$ cat config.mk
export PLATFORM = sky130hd
export DESIGN_NAME = alarm_match_table
export DESIGN_NICKNAME = d
export VERILOG_FILES = /design/src/rtl/amt_pkg.sv /design/src/rtl/alarm_match_table.sv /design/src/rtl/amt_cell.sv
export SDC_FILE = /design/constraint.sdc
export NUM_CORES = 1
export LEC_CHECK = 0
export BUFFER_PORTS_ARGS = -buffer_cell sky130_fd_sc_hd__buf_2
export CAP_MARGIN = 5
export CORE_ASPECT_RATIO = 0.5
export CORE_MARGIN = 8
export CORE_UTILIZATION = 40
export DETAILED_ROUTE_END_ITERATION = 12
export SETUP_SLACK_MARGIN = 0.3
export SYNTH_ARGS = -nofsm -noshare
export SYNTH_HDL_FRONTEND = slang
export SYNTH_SLANG_ARGS = --single-unit
$ cat constraint.sdc
create_clock -name i_clk -period 4 [get_ports i_clk]
set_input_delay 0.6 -clock i_clk [delete_from_list [all_inputs] [get_ports i_clk]]
set_output_delay 0.6 -clock i_clk [all_outputs]
set_load 0.005 [all_outputs]
$ cat src/rtl/amt_pkg.sv
// Shared types and constants of the alarm match table.
`default_nettype none

package amt_pkg;

    // Field widths of the command and result transfers
    localparam int TIME_W   = 12;
    localparam int TONE_W   = 8;
    localparam int HOUR_W   = 5;
    localparam int MINUTE_W = 6;
    localparam int KIND_W   = 2;
    localparam int REM_W    = 5;

    // Operation codes
    localparam logic OP_ADD   = 1'b0;
    localparam logic OP_CHECK = 1'b1;

    // Result kinds
    localparam logic [KIND_W-1:0] KIND_ADD_OK   = 2'd0;
    localparam logic [KIND_W-1:0] KIND_ADD_REJ  = 2'd1;
    localparam logic [KIND_W-1:0] KIND_RING     = 2'd2;
    localparam logic [KIND_W-1:0] KIND_NO_MATCH = 2'd3;

    // Time coding: hour * HOUR_SCALE + minute, valid below TIME_LIMIT
    localparam logic [TIME_W-1:0] TIME_LIMIT = 12'd2400;
    localparam logic [TIME_W-1:0] HOUR_SCALE = 12'd100;

    typedef struct packed {
        logic                opcode;
        logic [TIME_W-1:0]   wake_time;
        logic [TONE_W-1:0]   tone;
        logic [HOUR_W-1:0]   now_hour;
        logic [MINUTE_W-1:0] now_minute;
    } t_cmd;

    typedef struct packed {
        logic [KIND_W-1:0] kind;
        logic [TONE_W-1:0] ring_tone;
        logic [REM_W-1:0]  remaining;
        logic              last;
    } t_result;

    // One stored alarm
    typedef struct packed {
        logic [TIME_W-1:0] wake_time;
        logic [TONE_W-1:0] tone;
    } t_entry;

    // Per-cell control from the sequencer
    typedef struct packed {
        logic shift;
        logic load;
    } t_cell_ctl;

endpackage

`default_nettype wire

$ cat src/rtl/alarm_match_table.sv
// Top level of the alarm match table: slot chain, scan sequencer and result register.
`default_nettype none

// One-shot alarm table of ALARM_SLOTS entries kept in stored order in a chain
// of slot cells. On an add (opcode 0) busy stays low and the next command may
// follow in the next cycle. A check (opcode 1) on a table of N alarms keeps
// busy high after the transfer until the scan and its final result are done:
// the chain rotates one slot per cycle through its head, where each entry is
// compared against the current time, matched entries are dropped and the others
// are reinserted at the tail, so the order is kept. A check on an empty table leaves busy low.
// Each result is held on o_result for one cycle with o_strobe high; the
// receiver cannot stall it. Results are registered; the final result of each
// command carries last.
module alarm_match_table #(
    parameter int ALARM_SLOTS = 16
) (
    input  wire logic             i_clk,
    input  wire logic             i_rst_n,
    input  wire logic             start,
    input  wire amt_pkg::t_cmd    i_cmd,
    output      logic             busy,
    output      logic             o_strobe,
    output      amt_pkg::t_result o_result
);

    localparam int CNT_W = $clog2(ALARM_SLOTS + 1);
    localparam int IDX_W = (ALARM_SLOTS > 1) ? $clog2(ALARM_SLOTS) : 1;
    localparam logic [CNT_W-1:0] SLOTS_CNT = CNT_W'(ALARM_SLOTS);
    localparam logic [CNT_W-1:0] CNT_ONE   = CNT_W'(1);

    typedef enum logic [2:0] {
        ST_IDLE = 3'b001,
        ST_SCAN = 3'b010,
        ST_DONE = 3'b100
    } t_state;

    t_state                          r_state, n_state;
    logic [CNT_W-1:0]                r_count, n_count;
    logic [CNT_W-1:0]                r_left, n_left;
    logic [amt_pkg::TIME_W-1:0]      r_key, n_key;
    logic                            r_pend_valid, n_pend_valid;
    logic [amt_pkg::TONE_W-1:0]      r_pend_tone, n_pend_tone;
    logic [amt_pkg::REM_W-1:0]       r_pend_rem, n_pend_rem;
    logic                            r_strobe, n_strobe;
    amt_pkg::t_result                r_result, n_result;

    logic                            w_accept;
    logic                            w_match;
    logic                            w_shift;
    logic                            w_load_en;
    logic [IDX_W-1:0]                w_load_idx;
    amt_pkg::t_entry                 w_load_entry;
    amt_pkg::t_entry                 w_entry [ALARM_SLOTS];

    assign w_accept = start && !busy;
    assign busy     = (r_state != ST_IDLE);

    // Compare the chain head against the time key of the running check
    assign w_match = (w_entry[0].wake_time == r_key);

    // Slot chain: each cell takes its right neighbor, the last takes the load entry
    for (genvar g = 0; g < ALARM_SLOTS; g++) begin : g_cell
        amt_pkg::t_cell_ctl w_ctl;
        amt_pkg::t_entry    w_next;

        assign w_ctl.shift = w_shift;
        assign w_ctl.load  = w_load_en && (w_load_idx == IDX_W'(g));

        if (g == ALARM_SLOTS - 1) begin : g_tail
            assign w_next = w_load_entry;
        end else begin : g_body
            assign w_next = w_entry[g+1];
        end

        amt_cell u_cell (
            .i_clk        (i_clk),
            .i_ctl        (w_ctl),
            .i_load_entry (w_load_entry),
            .i_next_entry (w_next),
            .o_entry      (w_entry[g])
        );
    end

    // Sequence adds and check scans
    always_comb begin
        n_state      = r_state;
        n_count      = r_count;
        n_left       = r_left;
        n_key        = r_key;
        n_pend_valid = r_pend_valid;
        n_pend_tone  = r_pend_tone;
        n_pend_rem   = r_pend_rem;
        n_strobe     = 1'b0;
        n_result     = r_result;
        w_shift      = 1'b0;
        w_load_en    = 1'b0;
        w_load_idx   = IDX_W'(r_count);
        w_load_entry = w_entry[0];

        unique case (r_state)
            ST_IDLE: begin
                if (w_accept) begin
                    if (i_cmd.opcode == amt_pkg::OP_ADD) begin
                        w_load_entry.wake_time = i_cmd.wake_time;
                        w_load_entry.tone      = i_cmd.tone;
                        n_strobe               = 1'b1;
                        n_result.ring_tone     = '0;
                        n_result.last          = 1'b1;
                        if (i_cmd.wake_time >= amt_pkg::TIME_LIMIT
                                || r_count >= SLOTS_CNT) begin
                            n_result.kind      = amt_pkg::KIND_ADD_REJ;
                            n_result.remaining = (amt_pkg::REM_W)'(r_count);
                        end else begin
                            w_load_en          = 1'b1;
                            n_count            = r_count + CNT_ONE;
                            n_result.kind      = amt_pkg::KIND_ADD_OK;
                            n_result.remaining = (amt_pkg::REM_W)'(r_count + CNT_ONE);
                        end
                    end else begin
                        n_key = amt_pkg::TIME_W'(i_cmd.now_hour) * amt_pkg::HOUR_SCALE
                              + amt_pkg::TIME_W'(i_cmd.now_minute);
                        n_pend_valid = 1'b0;
                        if (r_count == '0) begin
                            n_strobe           = 1'b1;
                            n_result.kind      = amt_pkg::KIND_NO_MATCH;
                            n_result.ring_tone = '0;
                            n_result.remaining = '0;
                            n_result.last      = 1'b1;
                        end else begin
                            n_left  = r_count;
                            n_state = ST_SCAN;
                        end
                    end
                end
            end

            ST_SCAN: begin
                // Pop the head; reinsert it at the tail unless it rings
                w_shift    = 1'b1;
                w_load_idx = IDX_W'(r_count - CNT_ONE);
                if (w_match) begin
                    n_count = r_count - CNT_ONE;
                    if (r_pend_valid) begin
                        n_strobe           = 1'b1;
                        n_result.kind      = amt_pkg::KIND_RING;
                        n_result.ring_tone = r_pend_tone;
                        n_result.remaining = r_pend_rem;
                        n_result.last      = 1'b0;
                    end
                    n_pend_valid = 1'b1;
                    n_pend_tone  = w_entry[0].tone;
                    n_pend_rem   = (amt_pkg::REM_W)'(r_count - CNT_ONE);
                end else begin
                    w_load_en = 1'b1;
                end
                n_left = r_left - CNT_ONE;
                if (r_left == CNT_ONE) begin
                    n_state = ST_DONE;
                end
            end

            ST_DONE: begin
                // Flush the held ring as the final result, or report no match
                n_strobe      = 1'b1;
                n_result.last = 1'b1;
                if (r_pend_valid) begin
                    n_result.kind      = amt_pkg::KIND_RING;
                    n_result.ring_tone = r_pend_tone;
                    n_result.remaining = r_pend_rem;
                end else begin
                    n_result.kind      = amt_pkg::KIND_NO_MATCH;
                    n_result.ring_tone = '0;
                    n_result.remaining = (amt_pkg::REM_W)'(r_count);
                end
                n_pend_valid = 1'b0;
                n_state      = ST_IDLE;
            end

            default: begin
                n_state = ST_IDLE;
            end
        endcase
    end

    // Control registers
    always_ff @(posedge i_clk) begin
        if (!i_rst_n) begin
            r_state      <= ST_IDLE;
            r_count      <= '0;
            r_left       <= '0;
            r_pend_valid <= 1'b0;
            r_strobe     <= 1'b0;
        end else begin
            r_state      <= n_state;
            r_count      <= n_count;
            r_left       <= n_left;
            r_pend_valid <= n_pend_valid;
            r_strobe     <= n_strobe;
        end
    end

    // Payload registers
    always_ff @(posedge i_clk) begin
        r_key       <= n_key;
        r_pend_tone <= n_pend_tone;
        r_pend_rem  <= n_pend_rem;
        r_result    <= n_result;
    end

    assign o_strobe = r_strobe;
    assign o_result = r_result;

    // The table never holds more than its slots
    a_count_range: assert property (@(posedge i_clk) disable iff (!i_rst_n)
        r_count <= SLOTS_CNT)
        else $error("alarm count exceeds slot count");

    // A scan only removes entries
    a_scan_no_grow: assert property (@(posedge i_clk) disable iff (!i_rst_n)
        r_state == ST_SCAN |=> r_count <= $past(r_count))
        else $error("alarm count grew during a scan");

    // A final result leaves the block ready for the next command
    a_last_idle: assert property (@(posedge i_clk) disable iff (!i_rst_n)
        o_strobe && o_result.last |-> r_state == ST_IDLE)
        else $error("final result while a scan is still running");

    // A non-final result only comes out of a running check
    a_mid_busy: assert property (@(posedge i_clk) disable iff (!i_rst_n)
        o_strobe && !o_result.last |-> r_state != ST_IDLE
            && o_result.kind == amt_pkg::KIND_RING)
        else $error("non-final result outside a scan");

endmodule

`default_nettype wire

$ cat src/rtl/amt_cell.sv
// One slot of the alarm chain: holds an entry, loads it or takes its neighbor's.
`default_nettype none

module amt_cell (
    input  wire logic               i_clk,
    input  wire amt_pkg::t_cell_ctl i_ctl,
    input  wire amt_pkg::t_entry    i_load_entry,
    input  wire amt_pkg::t_entry    i_next_entry,
    output      amt_pkg::t_entry    o_entry
);

    amt_pkg::t_entry r_entry;
    amt_pkg::t_entry n_entry;

    // Load wins over the shift from the neighbor
    always_comb begin
        priority if (i_ctl.load) begin
            n_entry = i_load_entry;
        end else if (i_ctl.shift) begin
            n_entry = i_next_entry;
        end else begin
            n_entry = r_entry;
        end
    end

    always_ff @(posedge i_clk) begin
        r_entry <= n_entry;
    end

    assign o_entry = r_entry;

endmodule

`default_nettype wire
### Word-level counts from Yosys, hierarchy flattened

Index checks and enable logic that the tools add are counted.

* bits of input ports: 35
* output and inout bits: 18
* register bits: 376

* reductions and logical operators: 46
* mux-type cells: 74
* add/sub/neg operators: 4
* magnitude comparators: 2
* $mul: 1
* equal/unequal tests: 29

Operators by type and width (number)
* 2-to-1 mux 20 bit: 35
* 2-to-1 mux 16 bit: 5
* one-hot mux 16 bit (3 select lines): 1
* 2-to-1 mux 5 bit: 7
* nonzero test 2 bit: 17
* == test 4 bit (second input constant): 8
* one-hot mux 5 bit (2 select lines): 2
* logical AND 1 bit: 17
* == test 4 x 3 -> 1 bit (second input constant): 4
* AND reduction 4 bit: 4
* 2-to-1 mux 1 bit: 14
* 2-to-1 mux 14 bit: 1
* inequality test 2 bit (second input constant): 7
* adder 12 x 6 -> 12 bit: 1
* == test 12 bit: 1
* greater-or-equal comparator 12 bit (second input constant): 1
* 2-to-1 mux 3 bit: 4
* multiplier 5 x 5 -> 10 bit (second input constant): 1
* subtractor 5 x 1 -> 5 bit (second input constant): 2
* == test 4 x 2 -> 1 bit (second input constant): 2
* one-hot mux 1 bit (3 select lines): 2
* one-hot mux 3 bit (2 select lines): 1
* adder 5 x 1 -> 5 bit (second input constant): 1
* == test 5 x 1 -> 1 bit (second input constant): 1
* other kinds (17): 17

### Longest topological paths before layout

Gate-level depths: netlist of the first run.

* word-level depth: 8
* gate-level depth with buffers: 11

### Cells and area by module

Synthesis of the first run repeated with hierarchy kept, for this count alone.

* cells, all modules: 1084
* area total of the unflattened synthesis: 18443.9 sq um

Modules (own cells, without submodules)
* amt_cell: times used 16, sequential area each 600.6 sq um, cells an instance 43, area an instance 925.9 sq um
* alarm_match_table: times used 1, sequential area each 1531.5 sq um, cells an instance 396, area an instance 3629.7 sq um

### Worst setup path before layout of the first run

Ideal clock, no wire load.

* kind: input to register
* from: input port i_cmd[29] in the netlist's numbering
* to: register g_cell[1].u_cell.r_entry, in the netlist g_cell[1].u_cell.o_entry[0] (enable)
* arrival: 2.970 ns
* setup slack: 0.606 ns
* stages on the path: 4
* path through: o21a_1 -> a211oi_2 -> nand4_1 -> o21ai_0

* longest elaborated chain between the ends: 8

Ends and longest elaborated chain
* start, declared: line alarm_match_table.sv:20 `input wire amt_pkg::t_cmd i_cmd,`
* greater-or-equal comparator 12 bit: line alarm_match_table.sv:109 `if (i_cmd.wake_time >= amt_pkg::TIME_LIMIT`
* logical OR 1 bit: line alarm_match_table.sv:110 `|| r_count >= SLOTS_CNT) begin`
* 2-to-1 mux 1 bit: line alarm_match_table.sv:109
* 2-to-1 mux 1 bit: line alarm_match_table.sv:103 `if (i_cmd.opcode == amt_pkg::OP_ADD) begin`
* 2-to-1 mux 1 bit: line alarm_match_table.sv:102 `if (w_accept) begin`
* one-hot mux 1 bit (2 select lines): line alarm_match_table.sv:100 `unique case (r_state)`
* logical AND 1 bit: line alarm_match_table.sv:67 `assign w_ctl.load = w_load_en && (w_load_idx == IDX_W'(g));`
* nonzero test 2 bit (no source line)
* end signal, assigned: line amt_cell.sv:27 `r_entry <= n_entry;`
* end, declared: line amt_cell.sv:12 `amt_pkg::t_entry r_entry;`

No other way between the ends.
A chain may end at the register's enable or synchronous reset.

### Final worst setup path of the first run

* from: register r_count[0]
* to: register g_cell[8].u_cell.r_entry, in the netlist g_cell[8].u_cell.o_entry[1] (enable)

* longest elaborated chain between the ends: 8
* elaborated cells between the ends (all ways): 11
* those cells by class: 1 x add/sub; 1 x order compare; 1 x eq/ne; 5 x mux; 3 x reduce/logical

Ends and longest elaborated chain
* start, declared: line alarm_match_table.sv:38 `logic [CNT_W-1:0] r_count, n_count;`
* start signal, assigned: line alarm_match_table.sv:195 `r_count <= n_count;`
* greater-or-equal comparator 5 bit: line alarm_match_table.sv:110
* logical OR 1 bit: line alarm_match_table.sv:110
* 2-to-1 mux 1 bit: line alarm_match_table.sv:109
* 2-to-1 mux 1 bit: line alarm_match_table.sv:103
* 2-to-1 mux 1 bit: line alarm_match_table.sv:102
* one-hot mux 1 bit (2 select lines): line alarm_match_table.sv:100
* logical AND 1 bit *: line alarm_match_table.sv:67
* nonzero test 2 bit (no source line) *
* end signal, assigned: line amt_cell.sv:27
* end, declared: line amt_cell.sv:12

Every way passes the cells marked *; elsewhere a longest branch is shown, timed or not.

==> results of run 1 <==
-- state kept, by name (all words and copies together) (netlist names) --
signal,cells
r_key,12
r_count,5
o_result,16
r_left,5
g_cell.u_cell.o_entry,320
o_strobe,1
r_pend_rem,5
r_state,3
r_pend_tone,8
r_pend_valid,1
-- power by group through the flow --
stage               Clock, mW  Sequential [mW]  Combinational, mW
finish                   3.19             4.33              0.384
floorplan                   0             4.40              0.239
detailed placement          0             4.41              0.385
global route             3.42             4.33              0.429
CTS                      3.29             4.33              0.386
global placement            0             4.41              0.375
-- worst paths after layout --
check                                    from                          end  slack (ns)  depth (start not counted)
setup reg to reg                   r_count[0]  g_cell[8].u_cell.o_entry[1]        0.64                          6
hold / removal                       i_cmd[0]                     r_key[0]        0.30                          1
hold reg to reg   g_cell[0].u_cell.o_entry[7]               r_pend_tone[7]        0.48                          0
setup / recovery                   r_count[0]  g_cell[8].u_cell.o_entry[1]        0.64                          6
-- stage by stage --
| stage | std cells | setup WS, ns | total power, mW | hold slack (ns) | area [um^2] |
|---|---|---|---|---|---|
| finish | 1926 | 0.643 | 7.91 | 0.298 | 18800 |
| global route | 1926 | 0.345 | 8.18 | 0.264 | 18800 |
| CTS | 1926 | 0.674 | 8.00 | 0.275 | 18800 |
| detailed placement | 1863 | 0.696 | 4.80 | 0.469 | 17700 |
| global placement | 1863 | 0.816 | 4.79 | 0.469 | 17700 |
| floorplan | 1304 | 0.606 | 4.64 | 0.426 | 16700 |
-- synthesized netlist by cell type, types with 5 or more instances --
cell,instances,area [um^2]
dfxtp_1,15,300
and2_1,12,75.1
nand3_1,11,55.1
nor3_1,8,40.0
o21ai_0,120,601
xnor2_1,22,193
a21o_1,5,37.5
edfxtp_1,361,10800
buf_2,27,135
and4_1,5,43.8
a21oi_1,118,591
nor2b_1,5,31.3
or2_2,6,37.5
xor2_1,7,61.3
inv_1,38,143
clkbuf_1,55,206
ha_1,25,313
mux2_1,38,428
nand2_1,140,526
mux2_2,62,698
a31oi_1,7,43.8
nor2_1,120,450
mux2i_1,21,210
-- critical path: cells and delay by family (launching register included) --
kind | cells | cell delay [ns]
compound gates | 2 | 0.91
simple gates | 2 | 0.78
flops | 1 | 0.62
fa+ha+maj | 1 | 0.43
buf+inv | 1 | 0.25
-- layout make-up --
class / instances / area, um^2
clock buffer: 40 / 937
clock inverter: 23 / 155
fill: 3684 / 22800
inverter: 39 / 146
multi-input combinational: 799 / 5130
sequential: 376 / 11100
tap: 550 / 688
timing repair buffer: 99 / 613
-- cell families after synthesis --
logic type               count (synthesis)  synth area share [%]
XOR/XNOR                                29                  1.52
AO/OA/AOI/OAI                          291                  9.85
buffers and inverters                  129                  3.32
adder cells (fa/ha/maj)                 27                  2.11
multiplexers                           121                  7.98
flip-flops                             376                  66.6
AND/OR/NAND/NOR                        331                  8.65
-- layer usage --
metal / vias up / track usage (%)
met5: - / 0
met4: 0 / 3.40
met3: 51 / 2.25
met2: 206 / 22.4
met1: 4924 / 19.3
li1: 4854 / -
==> results_dict.tcl, run 1 <==
set metrics [dict create \
    fp.dieH_um 161 \
    max_slew.worst_pin.slew_ns 1.20 \
    start_util_pct 40.2 \
    overflow 0 \
    power_frac_comb_pct 4.9 \
    hold_viol 0 \
    final_common_cell "edfxtp_1" \
    cts.path.max_buffers 3 \
    fin_nets 1414 \
    synthFlopType "edfxtp_1" \
    area_delta_synth_final_pct 12.4 \
    min_period_over_period_pct 83.9 \
    cts_tree "built" \
    status "finished, final reports clean" \
    post_cts_buffers 0 \
    antenna_cells 0 \
    wl_met3_um 1520 \
    ir_drop_v 0.000245 \
    slew_headroom_pct 19.9 \
    arrival_ns 3.51 \
    critical_path.cell_chain "inv_1 > ha_1 > nand3_1 > a21oi_1 > o31ai_4 > nand2_1" \
    final_core_util_pct 45.2 \
    clock_sinks 376 \
    track_usage_pct 13.8 \
    dr_wl_met2_um 15600 \
    highest_layer "met4" \
    cts-resized-gates 0 \
    fmax_ghz 0.298 \
    postCtsHoldBufs 0 \
    met1_length_um 16600 \
    switchingPower_mw 1.70 \
    synthesis.nets 1366 \
    syn_avg_cell_area_um2 12.8 \
    dp_hpwl_um 24500 \
    grt_pass1_vias 9851 \
    crit_path_top_delay_cell "a21oi_1" \
    drt_iter0_markers 786 \
    finalSetupTns_ns 0 \
    rows 53 \
    drtPass1Iterations 5 \
    io_pins 53 \
    synthesis.area_um2 16700 \
    ant_nets 0 \
    io_buffer_count 52 \
    period_minus_slack_ns 3.36 \
    wl_per_cell_um 17.8 \
    final_cell_mix "361 x edfxtp_1, 140 x nand2_1, 120 x nor2_1" \
    switching_share_pct 21.5 \
    end_kind "register" \
    hold_path_class "primary input to register" \
    grt_pass1_wl_um 54600 \
    slowest_delay_ns 0.72 \
    clk_pin_slew_ns 0.06 \
    rsz0062_at_grt "false" \
    cts-htree-levels 2 \
    antenna_found_initial 0 \
    clock_latency_ns 0.54 \
    pwr-share-clk_pct 40.4 \
    p_leak_nw 6.75 \
    core_area_um2 41600 \
    startpoint_type "register" \
    synth-seq-cells 376 \
    synth_seq_area_share_pct 66.6 \
    place_congestion 0.900 \
    via_per_inst 5.21 \
    setup_viol_count_final 0 \
    crit_type "register to register" \
    drive_gt1_share_pct 17.3 \
    cap_violations 0 \
    wl_um 34300 \
    grt_max_degree 41 \
    powerDensity_nw_per_um2 421 \
    die_area_um2 49000 \
    drc 0 \
    crit_fanout 20 \
    synth_edf_count 361 \
    die_x_um 305 \
    async_reset_ff_share_pct 0 \
    slew_viol_final 0 \
    critical_path_required_ns 4.15 \
    synthCells 1304 \
    internal-power_mw 6.21 \
    cts_buffers 37 \
    yosysWarningCount 0 \
    vias 10035 \
    root_buffer "clkbuf_16" \
    seq_power_share_pct 54.8 \
    yosysUniqueCellTypes 68 \
    fin_worst_skew_ns 0.0181 \
]
No activity file was read; power rests on OpenSTA's default activity.
==> inputs of run 2 (changes only) <==
==> constraint.sdc (replaced) <==
create_clock -name i_clk -period 3.4 [get_ports i_clk]
set_input_delay 0.51 -clock i_clk [delete_from_list [all_inputs] [get_ports i_clk]]
set_output_delay 0.51 -clock i_clk [all_outputs]
set_load 0.005 [all_outputs]
==> results_dict.tcl, run 2 (synthesized netlist as in run 1, its figures left out) <==
set metrics [dict create \
    use_met2_pct 22.1 \
    powerDensity_nw_per_um2 497 \
    area_delta_synth_final_pct 13.2 \
    status "finished, final reports clean" \
    end_kind "register" \
    vias 10189 \
    core_area_um2 41600 \
    die_x_um 305 \
    root_buffer "clkbuf_16" \
    rows 53 \
    drive_gt1_share_pct 18.4 \
    min_period_over_period_pct 86.6 \
    clock_sinks 376 \
    arrival_ns 3.22 \
    crit_fanout 21 \
    ant_nets 0 \
    ir_drop_v 0.000301 \
    track_usage_pct 14.2 \
    cts-htree-levels 2 \
    critical_path_required_ns 3.68 \
    fin_nets 1425 \
    cts.path.max_buffers 3 \
    slew_viol_final 0 \
    setup_viol_count_final 0 \
    fmax_ghz 0.340 \
    period_minus_slack_ns 2.94 \
    drtPass1Iterations 5 \
    final_common_cell "edfxtp_1" \
    holdWs_ns 0.212 \
    clk_pin_slew_ns 0.06 \
    postCtsHoldBufs 0 \
    wl_per_cell_um 18.3 \
    met3_usage_pct 2.39 \
    p_leak_nw 6.82 \
    reg2reg_depth 6 \
    dp_hpwl_um 25300 \
    whs_path_depth 1 \
    antenna_cells 0 \
    largest_reg_flops 320 \
    clock_latency_ns 0.53 \
    io_pins 53 \
    hold_path_class "primary input to register" \
    drc 0 \
    antenna_found_initial 0 \
    globalRouteMet1Util_pct 20.6 \
    io_buffer_count 52 \
    top_usage_layer "met2" \
    hold_viol 0 \
    slew_headroom_pct 40.1 \
    die_area_um2 49000 \
    cts_tree "built" \
    start_util_pct 40.2 \
    grt_max_degree 41 \
    crit_type "register to register" \
    overflow 0 \
    fp.dieH_um 161 \
    fin_worst_skew_ns 0.0185 \
    place_congestion 0.844 \
    max_slew.worst_pin.slew_ns 0.898 \
    grt_pass1_wl_um 56200 \
    grt_pass1_vias 9860 \
    drt_iter0_markers 801 \
    post_cts_buffers 0 \
    cts_buffers 37 \
    wl_um 35500 \
    cap_violations 0 \
    startpoint_type "register" \
    finalSetupTns_ns 0 \
    rsz0062_at_grt "false" \
    r2r_slack_ns 0.46 \
    final_cell_mix "361 x edfxtp_1, 139 x nand2_1, 120 x nor2_1" \
    via_per_inst 5.27 \
]
==> run 2: changes by cell type in the layout (fill, tap and decap cells not counted), moves of 2 or more <==
cell / before / now
clkbuf_1: 3 / 5
buf_4: 47 / 54
clkinv_1: 11 / 4
clkinvlp_4: 1 / 3
buf_12: 0 / 3
clkinv_8: 2 / 0
==> run 2: through the flow <==
step	instance area, um^2	instances	utilization (%)	power, mW	worst slack (ns)
floorplan	16700	1304	-	5.46	0.574
global route	18900	1935	45.5	9.75	0.327
detailed placement	17800	1874	42.8	5.66	0.364
finish	18900	1935	45.5	9.42	0.456
CTS	18900	1935	45.5	9.53	0.448
global placement	17800	1873	42.8	5.65	0.402
==> run 2: final timing paths <==
| check | from | to |
|---|---|---|
| max reg2reg | r_state[0] | g_cell[11].u_cell.o_entry[18] |
| max | r_state[0] | g_cell[11].u_cell.o_entry[18] |
| min reg2reg | g_cell[0].u_cell.o_entry[7] | r_pend_tone[7] |
| min | i_cmd[0] | r_key[0] |
==> run 2: metal layers <==
layer | share of wire [%] | up-vias
met5 | 0 | -
met4 | 2.0 | 0
met3 | 5.6 | 51
met2 | 44 | 249
met1 | 48 | 5017
li1 | - | 4872
==> run 2: timing repair <==
action	in CTS	in global routing
gates resized for setup	0	3
endpoints found under the hold margin	0	0
endpoints found under the setup margin	0	63
==> run 2: area by class of cell <==
cell class,instances,area [um^2]
sequential,376,11100
fill,3697,22700
timing repair buffer,110,731
clock inverter,19,159
clock buffer,42,945
inverter,39,146
tap,550,688
multi-input combinational,799,5130
==> run 2: power breakdown <==
part	total, mW	internal [mW]	switching (mW)
clock	3.85	2.15	1.70
combinational	0.477	0.162	0.315
sequential	5.09	5.07	0.0226
==> run 2: worst max-delay path, stage by stage (launching register included) <==
cell and delay [ns]:
dfxtp_1 0.52, and4bb_4 0.31, nor2b_2 0.28, buf_4 0.41, mux2i_1 0.54, inv_1 0.27, mux2_1 0.35
